[src/hdl/rcfa_pkg.sv]
package rcfa_pkg;

    // Field widths fixed by the request/result formats
    localparam int REQ_W  = 2;
    localparam int IDX_W  = 4;
    localparam int STAT_W = 3;
    localparam int REFS_W = 8;
    localparam int FREE_W = 5;

    // A 4-bit slot index reaches 16 slots at most
    localparam int ADDRESSABLE = 16;

    // Request codes
    localparam logic [REQ_W-1:0] REQ_ALLOC = 2'd0;
    localparam logic [REQ_W-1:0] REQ_REF   = 2'd1;
    localparam logic [REQ_W-1:0] REQ_UNREF = 2'd2;
    localparam logic [REQ_W-1:0] REQ_PEEK  = 2'd3;

    typedef enum logic [STAT_W-1:0] {
        ST_OK        = 3'd0,
        ST_EMPTY     = 3'd1,
        ST_BAD_INDEX = 3'd2,
        ST_NOT_ALLOC = 3'd3,
        ST_SATURATED = 3'd4
    } t_status;

    // Controller -> datapath
    typedef struct packed {
        logic load_req;  // capture an incoming request
        logic exec;      // run the request, update counts, load result
        logic rc_start;  // capture pool size, start a free recount
        logic rc_step;   // scan one slot of the recount
    } t_dp_cmd;

    // Datapath -> controller
    typedef struct packed {
        logic rc_last;   // recount is on its last slot
    } t_dp_stat;

endpackage

[src/hdl/rcfa_ctrl.sv]
module rcfa_ctrl
    import rcfa_pkg::*;
(
    input  logic     i_clk,
    input  logic     i_rst_n,
    input  logic     i_req_valid,
    output logic     o_req_ready,
    input  logic     i_cfg_valid,
    output logic     o_cfg_ready,
    output logic     o_res_valid,
    input  logic     i_res_ready,
    output t_dp_cmd  o_cmd,
    input  t_dp_stat i_stat
);

    typedef enum logic [1:0] {
        S_IDLE,
        S_EXEC,
        S_RECOUNT
    } t_state;

    t_state r_state;
    logic   r_res_valid;
    logic   res_free;

    // result register can take a new result this cycle
    assign res_free = !r_res_valid || i_res_ready;

    assign o_cfg_ready = (r_state == S_IDLE);
    assign o_req_ready = (r_state == S_IDLE) && !i_cfg_valid;
    assign o_res_valid = r_res_valid;

    always_comb begin
        o_cmd          = '0;
        o_cmd.load_req = i_req_valid && o_req_ready;
        o_cmd.rc_start = i_cfg_valid && o_cfg_ready;
        o_cmd.exec     = (r_state == S_EXEC) && res_free;
        o_cmd.rc_step  = (r_state == S_RECOUNT);
    end

    always_ff @(posedge i_clk) begin
        if (!i_rst_n) begin
            r_state     <= S_IDLE;
            r_res_valid <= 1'b0;
        end else begin
            if (o_cmd.exec) begin
                r_res_valid <= 1'b1;
            end else if (i_res_ready) begin
                r_res_valid <= 1'b0;
            end
            unique case (r_state)
                S_IDLE: begin
                    if (o_cmd.rc_start) begin
                        r_state <= S_RECOUNT;
                    end else if (o_cmd.load_req) begin
                        r_state <= S_EXEC;
                    end
                end
                S_EXEC: begin
                    if (o_cmd.exec) begin
                        r_state <= S_IDLE;
                    end
                end
                S_RECOUNT: begin
                    if (i_stat.rc_last) begin
                        r_state <= S_IDLE;
                    end
                end
                default: r_state <= S_IDLE;
            endcase
        end
    end

endmodule

[src/hdl/rcfa_datapath.sv]
module rcfa_datapath
    import rcfa_pkg::*;
#(
    parameter int NUM_SLOTS = 16,
    parameter int REF_WIDTH = 8
) (
    input  logic              i_clk,
    input  logic              i_rst_n,
    input  t_dp_cmd           i_cmd,
    output t_dp_stat          o_stat,
    input  logic [REQ_W-1:0]  i_req_type,
    input  logic [IDX_W-1:0]  i_slot_index,
    input  logic [FREE_W-1:0] i_pool_size,
    output logic [STAT_W-1:0] o_status,
    output logic [IDX_W-1:0]  o_granted_index,
    output logic [REFS_W-1:0] o_slot_refs,
    output logic [FREE_W-1:0] o_free_slots
);

    // only the addressable slots are ever touched
    localparam int ACT = (NUM_SLOTS < ADDRESSABLE) ? NUM_SLOTS : ADDRESSABLE;
    localparam int IW  = $clog2(ACT);
    localparam logic [FREE_W-1:0]    ACT_N   = FREE_W'(ACT);
    localparam logic [REF_WIDTH-1:0] REF_MAX = {REF_WIDTH{1'b1}};

    logic [REF_WIDTH-1:0] r_counts [ACT];
    logic [FREE_W-1:0]    r_free;
    logic [FREE_W-1:0]    r_pool;
    logic [REQ_W-1:0]     r_req;
    logic [IDX_W-1:0]     r_idx;
    logic [IW-1:0]        r_rc_idx;
    logic [FREE_W-1:0]    r_rc_acc;

    logic [STAT_W-1:0]    r_out_status;
    logic [IDX_W-1:0]     r_out_granted;
    logic [REFS_W-1:0]    r_out_refs;
    logic [FREE_W-1:0]    r_out_free;

    logic [FREE_W-1:0]    n_eff;
    logic [ACT-1:0]       zero_avail;
    logic                 found;
    logic [IW-1:0]        grant;
    logic [IW-1:0]        idx_sel;
    logic [REF_WIDTH-1:0] cur;

    // execution results
    t_status              n_status;
    logic [IDX_W-1:0]     n_granted;
    logic [REF_WIDTH-1:0] n_refs;
    logic [FREE_W-1:0]    n_free;
    logic                 wr_en;
    logic [IW-1:0]        wr_idx;
    logic [REF_WIDTH-1:0] wr_val;
    logic [15:0]          refs_ext;
    logic                 rc_hit;

    assign n_eff   = (r_pool < ACT_N) ? r_pool : ACT_N;
    assign idx_sel = r_idx[IW-1:0];
    assign cur     = r_counts[idx_sel];

    // free slots inside the active pool
    always_comb begin
        for (int i = 0; i < ACT; i++) begin
            zero_avail[i] = (r_counts[i] == '0) && (FREE_W'(i) < n_eff);
        end
    end

    // lowest free slot
    always_comb begin
        found = 1'b0;
        grant = '0;
        for (int i = ACT - 1; i >= 0; i--) begin
            if (zero_avail[i]) begin
                found = 1'b1;
                grant = IW'(i);
            end
        end
    end

    always_comb begin
        n_status  = ST_OK;
        n_granted = r_idx;
        n_refs    = '0;
        n_free    = r_free;
        wr_en     = 1'b0;
        wr_idx    = idx_sel;
        wr_val    = cur;
        if (r_req == REQ_ALLOC) begin
            n_granted = '0;
            if (r_free != '0 && found) begin
                n_granted = IDX_W'(grant);
                n_refs    = REF_WIDTH'(1);
                n_free    = r_free - 1'b1;
                wr_en     = 1'b1;
                wr_idx    = grant;
                wr_val    = REF_WIDTH'(1);
            end else begin
                n_status = ST_EMPTY;
            end
        end else if ({1'b0, r_idx} >= n_eff) begin
            n_status = ST_BAD_INDEX;
        end else if (r_req == REQ_PEEK) begin
            n_refs = cur;
        end else if (cur == '0) begin
            n_status = ST_NOT_ALLOC;
        end else if (r_req == REQ_REF) begin
            if (cur == REF_MAX) begin
                n_status = ST_SATURATED;
                n_refs   = cur;
            end else begin
                n_refs = cur + 1'b1;
                wr_en  = 1'b1;
                wr_val = cur + 1'b1;
            end
        end else begin
            n_refs = cur - 1'b1;
            wr_en  = 1'b1;
            wr_val = cur - 1'b1;
            if (cur == REF_WIDTH'(1)) begin
                n_free = r_free + 1'b1;
            end
        end
    end

    assign refs_ext = 16'(n_refs);
    assign rc_hit   = (r_counts[r_rc_idx] == '0) && (FREE_W'(r_rc_idx) < n_eff);
    assign o_stat.rc_last = (r_rc_idx == IW'(ACT - 1));

    always_ff @(posedge i_clk) begin
        if (!i_rst_n) begin
            for (int i = 0; i < ACT; i++) begin
                r_counts[i] <= '0;
            end
            r_free   <= ACT_N;
            r_pool   <= FREE_W'(ADDRESSABLE);
            r_rc_idx <= '0;
            r_rc_acc <= '0;
        end else begin
            if (i_cmd.exec) begin
                r_free <= n_free;
                if (wr_en) begin
                    r_counts[wr_idx] <= wr_val;
                end
            end
            if (i_cmd.rc_start) begin
                r_pool   <= i_pool_size;
                r_rc_idx <= '0;
                r_rc_acc <= '0;
            end else if (i_cmd.rc_step) begin
                r_rc_idx <= r_rc_idx + 1'b1;
                r_rc_acc <= r_rc_acc + FREE_W'(rc_hit);
                if (o_stat.rc_last) begin
                    r_free <= r_rc_acc + FREE_W'(rc_hit);
                end
            end
        end
    end

    // request capture and result register
    always_ff @(posedge i_clk) begin
        if (i_cmd.load_req) begin
            r_req <= i_req_type;
            r_idx <= i_slot_index;
        end
        if (i_cmd.exec) begin
            r_out_status  <= n_status;
            r_out_granted <= n_granted;
            r_out_refs    <= refs_ext[REFS_W-1:0];
            r_out_free    <= n_free;
        end
    end

    assign o_status        = r_out_status;
    assign o_granted_index = r_out_granted;
    assign o_slot_refs     = r_out_refs;
    assign o_free_slots    = r_out_free;

endmodule

[src/hdl/refcounted_frame_allocator_core.sv]
// Reference-counted frame slot allocator.
//
// Requests enter on the s_axis channel: tuser carries the request kind (alloc,
// add reference, drop reference, peek), tdata the slot index. Each request
// gives exactly one result on m_axis: tuser is the status code, tdata packs
// the granted/addressed slot, its count after the request and the number of
// free slots. Alloc grants the lowest free slot; pool empty means retry.
//
// Timing: one request at a time. An accepted request is captured, then run
// in the execute state, which loads the result register; no new request is
// taken until then. The limit is the single read-modify-write of the count
// table plus its free-slot search. The result sits in an output register, so
// a new request is taken while the previous result is still waiting. If the
// receiver stalls with a result held and another one finished, the block
// holds in its execute state, input ready low, until the held result is taken.
//
// The cfg channel writes pool_size. Each write starts a recount of the free
// slots, one per cycle across min(NUM_SLOTS,16) slots, with input ready low.
// Reset (synchronous, active low) clears all counts, sets pool_size to 16 and
// the free count to min(NUM_SLOTS,16); the block is ready the cycle after.
module refcounted_frame_allocator_core
    import rcfa_pkg::*;
#(
    parameter int NUM_SLOTS = 16,
    parameter int REF_WIDTH = 8
) (
    input  logic        i_clk,
    input  logic        i_rst_n,
    // request channel
    input  logic        s_axis_tvalid,
    output logic        s_axis_tready,
    input  logic [7:0]  s_axis_tdata,   // [3:0] slot_index, [7:4] zero
    input  logic [1:0]  s_axis_tuser,   // [1:0] req_type
    // result channel
    output logic        m_axis_tvalid,
    input  logic        m_axis_tready,
    output logic [23:0] m_axis_tdata,   // [3:0] granted_index, [11:4] slot_refs,
                                        // [16:12] free_slots, [23:17] zero
    output logic [2:0]  m_axis_tuser,   // [2:0] status
    // pool size register write
    input  logic        i_cfg_valid,
    output logic        o_cfg_ready,
    input  logic [4:0]  i_cfg_data
);

    t_dp_cmd           cmd;
    t_dp_stat          stat;
    logic [STAT_W-1:0] res_status;
    logic [IDX_W-1:0]  res_granted;
    logic [REFS_W-1:0] res_refs;
    logic [FREE_W-1:0] res_free;

    rcfa_ctrl u_ctrl (
        .i_clk       (i_clk),
        .i_rst_n     (i_rst_n),
        .i_req_valid (s_axis_tvalid),
        .o_req_ready (s_axis_tready),
        .i_cfg_valid (i_cfg_valid),
        .o_cfg_ready (o_cfg_ready),
        .o_res_valid (m_axis_tvalid),
        .i_res_ready (m_axis_tready),
        .o_cmd       (cmd),
        .i_stat      (stat)
    );

    rcfa_datapath #(
        .NUM_SLOTS (NUM_SLOTS),
        .REF_WIDTH (REF_WIDTH)
    ) u_dp (
        .i_clk           (i_clk),
        .i_rst_n         (i_rst_n),
        .i_cmd           (cmd),
        .o_stat          (stat),
        .i_req_type      (s_axis_tuser),
        .i_slot_index    (s_axis_tdata[IDX_W-1:0]),
        .i_pool_size     (i_cfg_data),
        .o_status        (res_status),
        .o_granted_index (res_granted),
        .o_slot_refs     (res_refs),
        .o_free_slots    (res_free)
    );

    assign m_axis_tdata = {7'd0, res_free, res_refs, res_granted};
    assign m_axis_tuser = res_status;

    // one request in flight: no request taken in the cycle after one
    a_one_in_flight: assert property (@(posedge i_clk) disable iff (!i_rst_n)
        s_axis_tvalid && s_axis_tready |=> !s_axis_tready)
        else $error("request accepted while another is executing");

    // recount blocks requests
    a_recount_blocks: assert property (@(posedge i_clk) disable iff (!i_rst_n)
        i_cfg_valid && o_cfg_ready |=> !s_axis_tready && !o_cfg_ready)
        else $error("request channel open during recount");

    // pool empty result carries no slot and no count
    a_empty_result: assert property (@(posedge i_clk) disable iff (!i_rst_n)
        m_axis_tvalid && (m_axis_tuser == ST_EMPTY) |->
            (m_axis_tdata[11:0] == 12'd0))
        else $error("pool empty result with nonzero slot fields");

    // free count never exceeds the addressable pool
    a_free_bound: assert property (@(posedge i_clk) disable iff (!i_rst_n)
        m_axis_tvalid |-> (m_axis_tdata[16:12] <= 5'(ADDRESSABLE)))
        else $error("free slot count out of range");

endmodule
[config.mk]
export PLATFORM = sky130hd
export DESIGN_NAME = refcounted_frame_allocator_core
export DESIGN_NICKNAME = d
export VERILOG_FILES = /design/src/hdl/rcfa_pkg.sv /design/src/hdl/rcfa_ctrl.sv /design/src/hdl/rcfa_datapath.sv /design/src/hdl/refcounted_frame_allocator_core.sv
export SDC_FILE = /design/constraint.sdc
export NUM_CORES = 1
export LEC_CHECK = 0
export BUFFER_PORTS_ARGS = -buffer_cell sky130_fd_sc_hd__buf_4
export CAP_MARGIN = 25
export CORE_ASPECT_RATIO = 0.7
export CORE_UTILIZATION = 51
export DETAILED_ROUTE_END_ITERATION = 10
export GPL_TIMING_DRIVEN = 0
export PLACE_DENSITY = 0.73
export SLEW_MARGIN = 20
export SYNTH_ARGS = -nofsm -noshare
export SYNTH_HDL_FRONTEND = slang
export SYNTH_SLANG_ARGS = --single-unit
[constraint.sdc]
create_clock -name i_clk -period 6.4 [get_ports i_clk]
set_clock_uncertainty 0.05 [all_clocks]
set_input_delay 1.28 -clock i_clk [delete_from_list [all_inputs] [get_ports i_clk]]
set_output_delay 1.28 -clock i_clk [all_outputs]
set_load 0.005 [all_outputs]
==> run summary, run 1 <==
### Outcome
* result of the run: finished clean

### Floorplanning
* initial standard-cell utilization of the core: 52.95%
* die height: 120.2 um
* total number of placement rows: 42
* Die Wd: 170.9 um
* Core Footprint: 19230 um^2
* number of top-level pins: 50
* die outline area: 20550 um^2

### Clocking
* post-cts hold buffer count: 0
* number of clock buffers inserted by TritonCTS: 17
* clock sinks: 184
* # Post-CTS Setup Buffers: 0
* # resized after CTS: 0
* CTS tree: built
* level count of the clock H-tree: 4
* clock slew seen by the registers of the worst setup and hold paths: 0.07 ns
* root buf cell: sky130_fd_sc_hd__clkbuf_16
* clock insertion delay at the later pin of the skew report: 0.45 ns
* buffers from clock root to sink, at most: 2

### GRT
* GRT Total Usage: 30.11%
* total gr overflow: 0
* number of global-route vias before repair: 7361
* number of antenna violations at the first check in global routing: 0
* wire length of the first global-routing pass: 43.99 mm
* maximum number of pins on one net before global-route repair: 27

### Synthesis
* top post-synthesis cells by area: sky130_fd_sc_hd__edfxtp_1, sky130_fd_sc_hd__mux4_2, sky130_fd_sc_hd__dfxtp_1, sky130_fd_sc_hd__nor3_1, sky130_fd_sc_hd__a211oi_1
* adder-cell area share of the yosys netlist: 2.211%
* synthesized area: 10180 um^2
* number of distinct library cells after synthesis: 86
* simple logic cell fraction of the synthesized area: 17.69%
* primary flip-flop cell chosen by synthesis mapping: sky130_fd_sc_hd__edfxtp_1
* sequential element share of the synthesized area: 51.30%
* largest family of logic cells by synthesized area: simple AND/OR/NAND/NOR gates
* Seq cells post-synth: 184
* fraction of registers with async set/reset: 0%
* total of warnings raised by yosys: 0
* syn_area_per_cell: 11.64 um^2
* share of the synthesized area in compound gates (AO/OA/AOI/OAI): 13.88%
* multiplexer share of the synthesized area: 8.993%
* cell type with the largest total area after synthesis: sky130_fd_sc_hd__edfxtp_1
* instance count of the mapped netlist: 875
* Synth Area in XOR/XNOR: 1.462%
* area fraction of the dominant cell type after synthesis: 45.41%
* number of enable flip-flop cells after synthesis: 154

### Timing
* fmax: 0.1911 GHz
* count of final hold-check violations: 0
* slew of the pin with the lowest slew margin: 1.008 ns
* fin crit period: 5.234 ns
* RSZ-0062 raised after global routing: false
* total negative slack for setup checks: 0 ns
* worst-case hold slack: 0.4242 ns
* max_slew headroom: 32.16%
* final setup vio count: 0
* count of pins over their slew limit: 0
* part of the cycle the worst path needs: 81.78%

### Final layout
* footprint of the flip-flops and latches: 5225 um^2
* area occupied by multi-input gates: 4537 um^2
* highest-count cells in the layout ignoring fill and taps: sky130_fd_sc_hd__edfxtp_1, sky130_fd_sc_hd__nor3_1, sky130_fd_sc_hd__nand2_1
* most frequent standard cell in the layout excluding fill and tap cells: sky130_fd_sc_hd__edfxtp_1
* Diodes inserted: 0
* # fillers: 1621
* nets: 986
* signed area change from the synthesized netlist to the final layout: 12.60%
* layout cell share with drive strength beyond 1: 21.12%

### Detailed routing
* number of DRC violations after detailed routing: 0
* post-DR wirelength/cell: 24.40 um
* total length of routed wires: 29.89 mm
* initial detailed-routing violation count: 1110
* ratio of routed vias to standard cells: 6.706
* antenna viol nets, final: 0
* first-pass iteration count of the detailed router: 6
* via count of the routed design: 8215

### Placement
* PortBufs: 38
* DP Wirelength: 22.90 mm
* gp weighted congestion: 1.006

### Critical path
* cell chain of the critical path: clkbuf_1 -> buf_1 -> inv_1 -> nand2_1 -> ha_1 -> a21o_1 -> a21o_1 -> a21oi_1 -> o211ai_1 -> o31ai_2 -> nand3_2 -> clkbuf_1 -> o21ai_0 -> clkbuf_2
* Worst EP arrival: 5.33 ns
* slowest cell delay on critical path: 0.62 ns
* Slowest-stage cell, CP: sky130_fd_sc_hd__o21ai_0
* peak fanout along the critical path: 10
* type of the worst setup path: flop to flop
* nature of the critical path endpoint: flop
* Register-to-Register Setup Slack: 1.17 ns
* startpoint type of the worst setup path: flop
* CP required: 6.50 ns

### Power
* Leak: 0.003899 uW
* Peak VDD IR: 212.1 uV
* power density over cell area: 260.5 nW/um^2

### Flow run
* number of max-capacitance violations reported: 0

### Hold path
* worst hold path class: flop to flop

cell type report:
cell class	instances	share of cell area [%]
tap	264	2.880
timing repair buffer	48	2.989
clock inverter	13	1.309
buffer	74	3.404
sequential	184	45.56
inverter	16	0.5237
clock buffer	19	3.775
multi-input combinational	607	39.56
cells in the mapped netlist, types with 16 or more instances:
cell type / number
sky130_fd_sc_hd__dfxtp_1: 30
sky130_fd_sc_hd__mux4_2: 36
sky130_fd_sc_hd__inv_1: 16
sky130_fd_sc_hd__buf_2: 33
sky130_fd_sc_hd__nand2_1: 50
sky130_fd_sc_hd__a211oi_1: 34
sky130_fd_sc_hd__edfxtp_1: 154
sky130_fd_sc_hd__o21ai_0: 31
sky130_fd_sc_hd__nor4_1: 35
sky130_fd_sc_hd__nand3_1: 21
sky130_fd_sc_hd__a21oi_1: 19
sky130_fd_sc_hd__nor2_1: 45
sky130_fd_sc_hd__clkbuf_1: 25
sky130_fd_sc_hd__nor3_1: 96
sky130_fd_sc_hd__ha_1: 18
registers in the layout, indices dropped and copies added (netlist names), named ones only:
| register | flops |
|---|---|
| u_dp.r_free | 5 |
| u_dp.o_slot_refs | 8 |
| u_dp.o_status | 3 |
| u_dp.r_rc_idx | 4 |
| u_dp.r_rc_acc | 5 |
| u_dp.r_counts | 128 |
| u_ctrl.r_state | 2 |
| u_dp.r_req | 2 |
| u_dp.r_pool | 5 |
| u_ctrl.o_res_valid | 1 |
| u_dp.o_free_slots | 5 |
| u_dp.o_granted_index | 4 |
| u_dp.idx_sel | 4 |
final timing paths:
kind | start | endpoint | cells after the start
max | u_dp.r_pool[4]$_SDFFE_PN1P_ | u_dp.r_counts[7][0]$_SDFFCE_PN0P_ | 14
min | u_dp.r_rc_acc[0]$_SDFFE_PP0P_ | u_dp.r_rc_acc[0]$_SDFFE_PP0P_ | 2
max reg2reg | u_dp.r_pool[4]$_SDFFE_PN1P_ | u_dp.r_counts[7][0]$_SDFFCE_PN0P_ | 14
min reg2reg | u_dp.r_rc_acc[0]$_SDFFE_PP0P_ | u_dp.r_rc_acc[0]$_SDFFE_PP0P_ | 2
metrics by stage:
step	worst slack (ns)	cell area (um^2)	utilization, %	power (uW)	std cells
after detailed placement	1.071	10860	56.47	1927	1189
after global routing	0.8745	11470	59.63	3066	1225
final	1.166	11470	59.63	2988	1225
after global placement	1.012	10820	56.27	1917	1183
after floorplan	2.102	10210	-	1747	881
after CTS	1.056	11440	59.50	2965	1221
where the power goes:
group / switching, uW / internal (uW) / leakage, uW
sequential: 35.6 / 1340 / 0.00180
clock: 508 / 556 / 0.000280
combinational: 363 / 184 / 0.00182
total: 906 / 2080 / 0.00390
worst max-delay path, delay by kind of cell, from the launching register on:
kind / cells / cell delay, ns
DFF: 1 / 0.36
and+or+nand+nor: 2 / 0.41
AOI/OAI and AO/OA: 6 / 2.18
buffers and inverters: 5 / 1.67
adders and majority gates: 1 / 0.25
per-layer routing:
| layer | GRT usage [%] | vias to the layer above | part of all wire [%] |
|---|---|---|---|
| li1 | - | 3612 | - |
| met1 | 43.50 | 3953 | 41 |
| met2 | 39.57 | 598 | 40 |
| met3 | 13.39 | 52 | 16 |
| met4 | 10.55 | 0 | 2.5 |
| met5 | 0 | - | 0 |
logic make-up (layout without fill, tap and decap cells):
kind of cell | count (synthesis) | in the layout
multiplexers | 46 | 46
other | 1 | 7
XOR/XNOR | 17 | 17
AO/OA/AOI/OAI | 187 | 187
flip-flops | 184 | 184
adder cells (fa/ha/maj) | 18 | 18
AND/OR/NAND/NOR | 332 | 332
buffers and inverters | 90 | 170
No activity file was read; power rests on OpenSTA's default activity.
==> run 2, diff against run 1 <==
- clock period: 6.4 -> 4.9 ns (I/O delays scaled with it)
==> run 2 against run 1 <==
  * Core utilization grew 0.68 points
  * Largest power group unchanged
  * Hold slack is essentially flat
  * Global-route usage grew 0.12 points
  * Largest cell class unchanged
  * Clock power grew 31%
  * Maximum frequency grew 10%
  * Via count grew 0.50%
  * Non-clock buffer count shrank 1
==> run summary, run 2 (same netlist as run 1, synthesis figures left out) <==
### Hold path
* worst hold path class: flop to flop

### Timing
* slew of the pin with the lowest slew margin: 1.265 ns
* worst setup slack after layout: 0.1468 ns
* final setup vio count: 0
* fmax: 0.2104 GHz
* max_slew headroom: 15.69%
* count of final hold-check violations: 0
* worst-case hold slack: 0.4247 ns
* count of pins over their slew limit: 0
* part of the cycle the worst path needs: 97.00%
* fin crit period: 4.753 ns
* RSZ-0062 raised after global routing: true

### Final layout
* Diodes inserted: 0
* most frequent standard cell in the layout excluding fill and tap cells: sky130_fd_sc_hd__edfxtp_1
* footprint of the flip-flops and latches: 5225 um^2
* Biggest register: u_dp.r_counts
* flip-flop count of the largest register, all copies and words added: 128
* # fillers: 1599
* signed area change from the synthesized netlist to the final layout: 13.88%
* area occupied by multi-input gates: 4667 um^2
* layout cell share with drive strength beyond 1: 22.92%
* nets: 985
* highest-count cells in the layout ignoring fill and taps: sky130_fd_sc_hd__edfxtp_1, sky130_fd_sc_hd__nor3_1, sky130_fd_sc_hd__nand2_1

### Placement
* PortBufs: 38
* gp weighted congestion: 1.006
* Worst Setup Slack post-DPL: -0.4292 ns
* DP Wirelength: 22.90 mm

### Power
* Peak VDD IR: 279.9 uV
* power density over cell area: 337.8 nW/um^2
* Leak: 0.003930 uW
* power consumption: 3918 uW

### Clocking
* buffers from clock root to sink, at most: 2
* number of clock buffers inserted by TritonCTS: 17
* clock insertion delay at the later pin of the skew report: 0.45 ns
* CTS tree: built
* root buf cell: sky130_fd_sc_hd__clkbuf_16
* level count of the clock H-tree: 4
* clock slew seen by the registers of the worst setup and hold paths: 0.08 ns
* post-cts hold buffer count: 0
* # Post-CTS Setup Buffers: 0
* clock sinks: 184

### Critical path
* Worst EP arrival: 4.88 ns
* CP required: 5.03 ns
* type of the worst setup path: flop to flop
* Slowest-stage cell, CP: sky130_fd_sc_hd__dfxtp_1
* Worst path top cell family by delay: simple AND/OR/NAND/NOR gates
* library cell appearing most often on the critical path: sky130_fd_sc_hd__buf_2
* nature of the critical path endpoint: flop
* cell chain of the critical path: buf_2 -> clkbuf_1 -> mux4_2 -> a22oi_1 -> nand2_1 -> nor4_2 -> and3_1 -> or2b_1 -> a2bb2oi_2 -> buf_2 -> nor3_1
* Crit path buffers/inverters: 3
* peak fanout along the critical path: 10
* slowest cell delay on critical path: 0.61 ns
* Register-to-Register Setup Slack: 0.15 ns
* startpoint type of the worst setup path: flop

### Detailed routing
* antenna viol nets, final: 0
* ratio of routed vias to standard cells: 6.745
* total length of routed wires: 30.06 mm
* via count of the routed design: 8256
* number of DRC violations after detailed routing: 0
* first-pass iteration count of the detailed router: 6
* post-DR wirelength/cell: 24.56 um
* initial detailed-routing violation count: 1178

### GRT
* wire length of the first global-routing pass: 44.10 mm
* maximum number of pins on one net before global-route repair: 27
* number of antenna violations at the first check in global routing: 0
* total gr overflow: 0
* GRT Total Usage: 30.23%
* number of global-route vias before repair: 7358

### Floorplanning
* Core Footprint: 19230 um^2
* die height: 120.2 um
* Die Wd: 170.9 um
* number of top-level pins: 50
* die outline area: 20550 um^2
* initial standard-cell utilization of the core: 52.95%
* total number of placement rows: 42

### Outcome
* result of the run: finished clean

### Flow run
* number of max-capacitance violations reported: 0

run 2: cell count changes in the layout (fill, tap and decap cells not counted), moves of 5 or more:
cell	delta
sky130_fd_sc_hd__o21ai_0	-5
sky130_fd_sc_hd__o21ai_4	+8
sky130_fd_sc_hd__o21ai_2	+7
sky130_fd_sc_hd__o21ai_1	-10
run 2: tightest hold or removal path: cells and delay by family, from the launching register on:
kind	cells	cell delay [ns]
flip-flops	1	0.32
AND/OR/NAND/NOR	1	0.05
AO/OA/AOI/OAI	1	0.05
run 2: layout make-up:
class                      instances  share of cell area (%)
tap                              264                   2.848
inverter                          16                  0.5178
buffer                            74                   3.409
multi-input combinational        607                   40.24
sequential                       184                   45.05
clock inverter                    13                   1.295
timing repair buffer              47                   2.913
clock buffer                      19                   3.732
run 2: what timing repair did:
action                     in CTS  in global routing
setup endpoints to repair      94                162
pin swaps                       0                  4
resized for setup              11                 25
run 2: routing by layer:
metal	global-route usage [%]	wire, um
met1	43.72	12330
met2	39.49	11860
met3	14.30	4989
met4	9.542	869
met5	0	0
run 2: worst paths after layout:
check | startpoint | endpoint | depth (start not counted)
setup / recovery | flop | u_dp.r_counts[3][4]$_SDFFCE_PN0P_ | 11
hold reg to reg | u_dp.r_rc_acc[0]$_SDFFE_PP0P_ | u_dp.r_rc_acc[0]$_SDFFE_PP0P_ | 2
hold / removal | u_dp.r_rc_acc[0]$_SDFFE_PP0P_ | u_dp.r_rc_acc[0]$_SDFFE_PP0P_ | 2
setup reg to reg | flop | u_dp.r_counts[3][4]$_SDFFCE_PN0P_ | 11
run 2: through the flow:
step           cells  setup TNS, ns  utilization (%)  area, um^2
3_3_place_gp    1183         -25.95            56.27       10820
5_1_grt         1224        -0.1682            60.30       11600
2_1_floorplan    881              0                -       10210
6_report        1224              0            60.30       11600
3_5_place_dp    1189         -13.34            56.47       10860
4_1_cts         1221         -2.550            59.65       11470
run 2: power breakdown:
| group | switching (uW) | total [uW] | internal (uW) |
|---|---|---|---|
| combinational | 484 | 729 | 245 |
| clock | 665 | 1390 | 726 |
| sequential | 46.6 | 1800 | 1750 |
| total | 1200 | 3920 | 2720 |
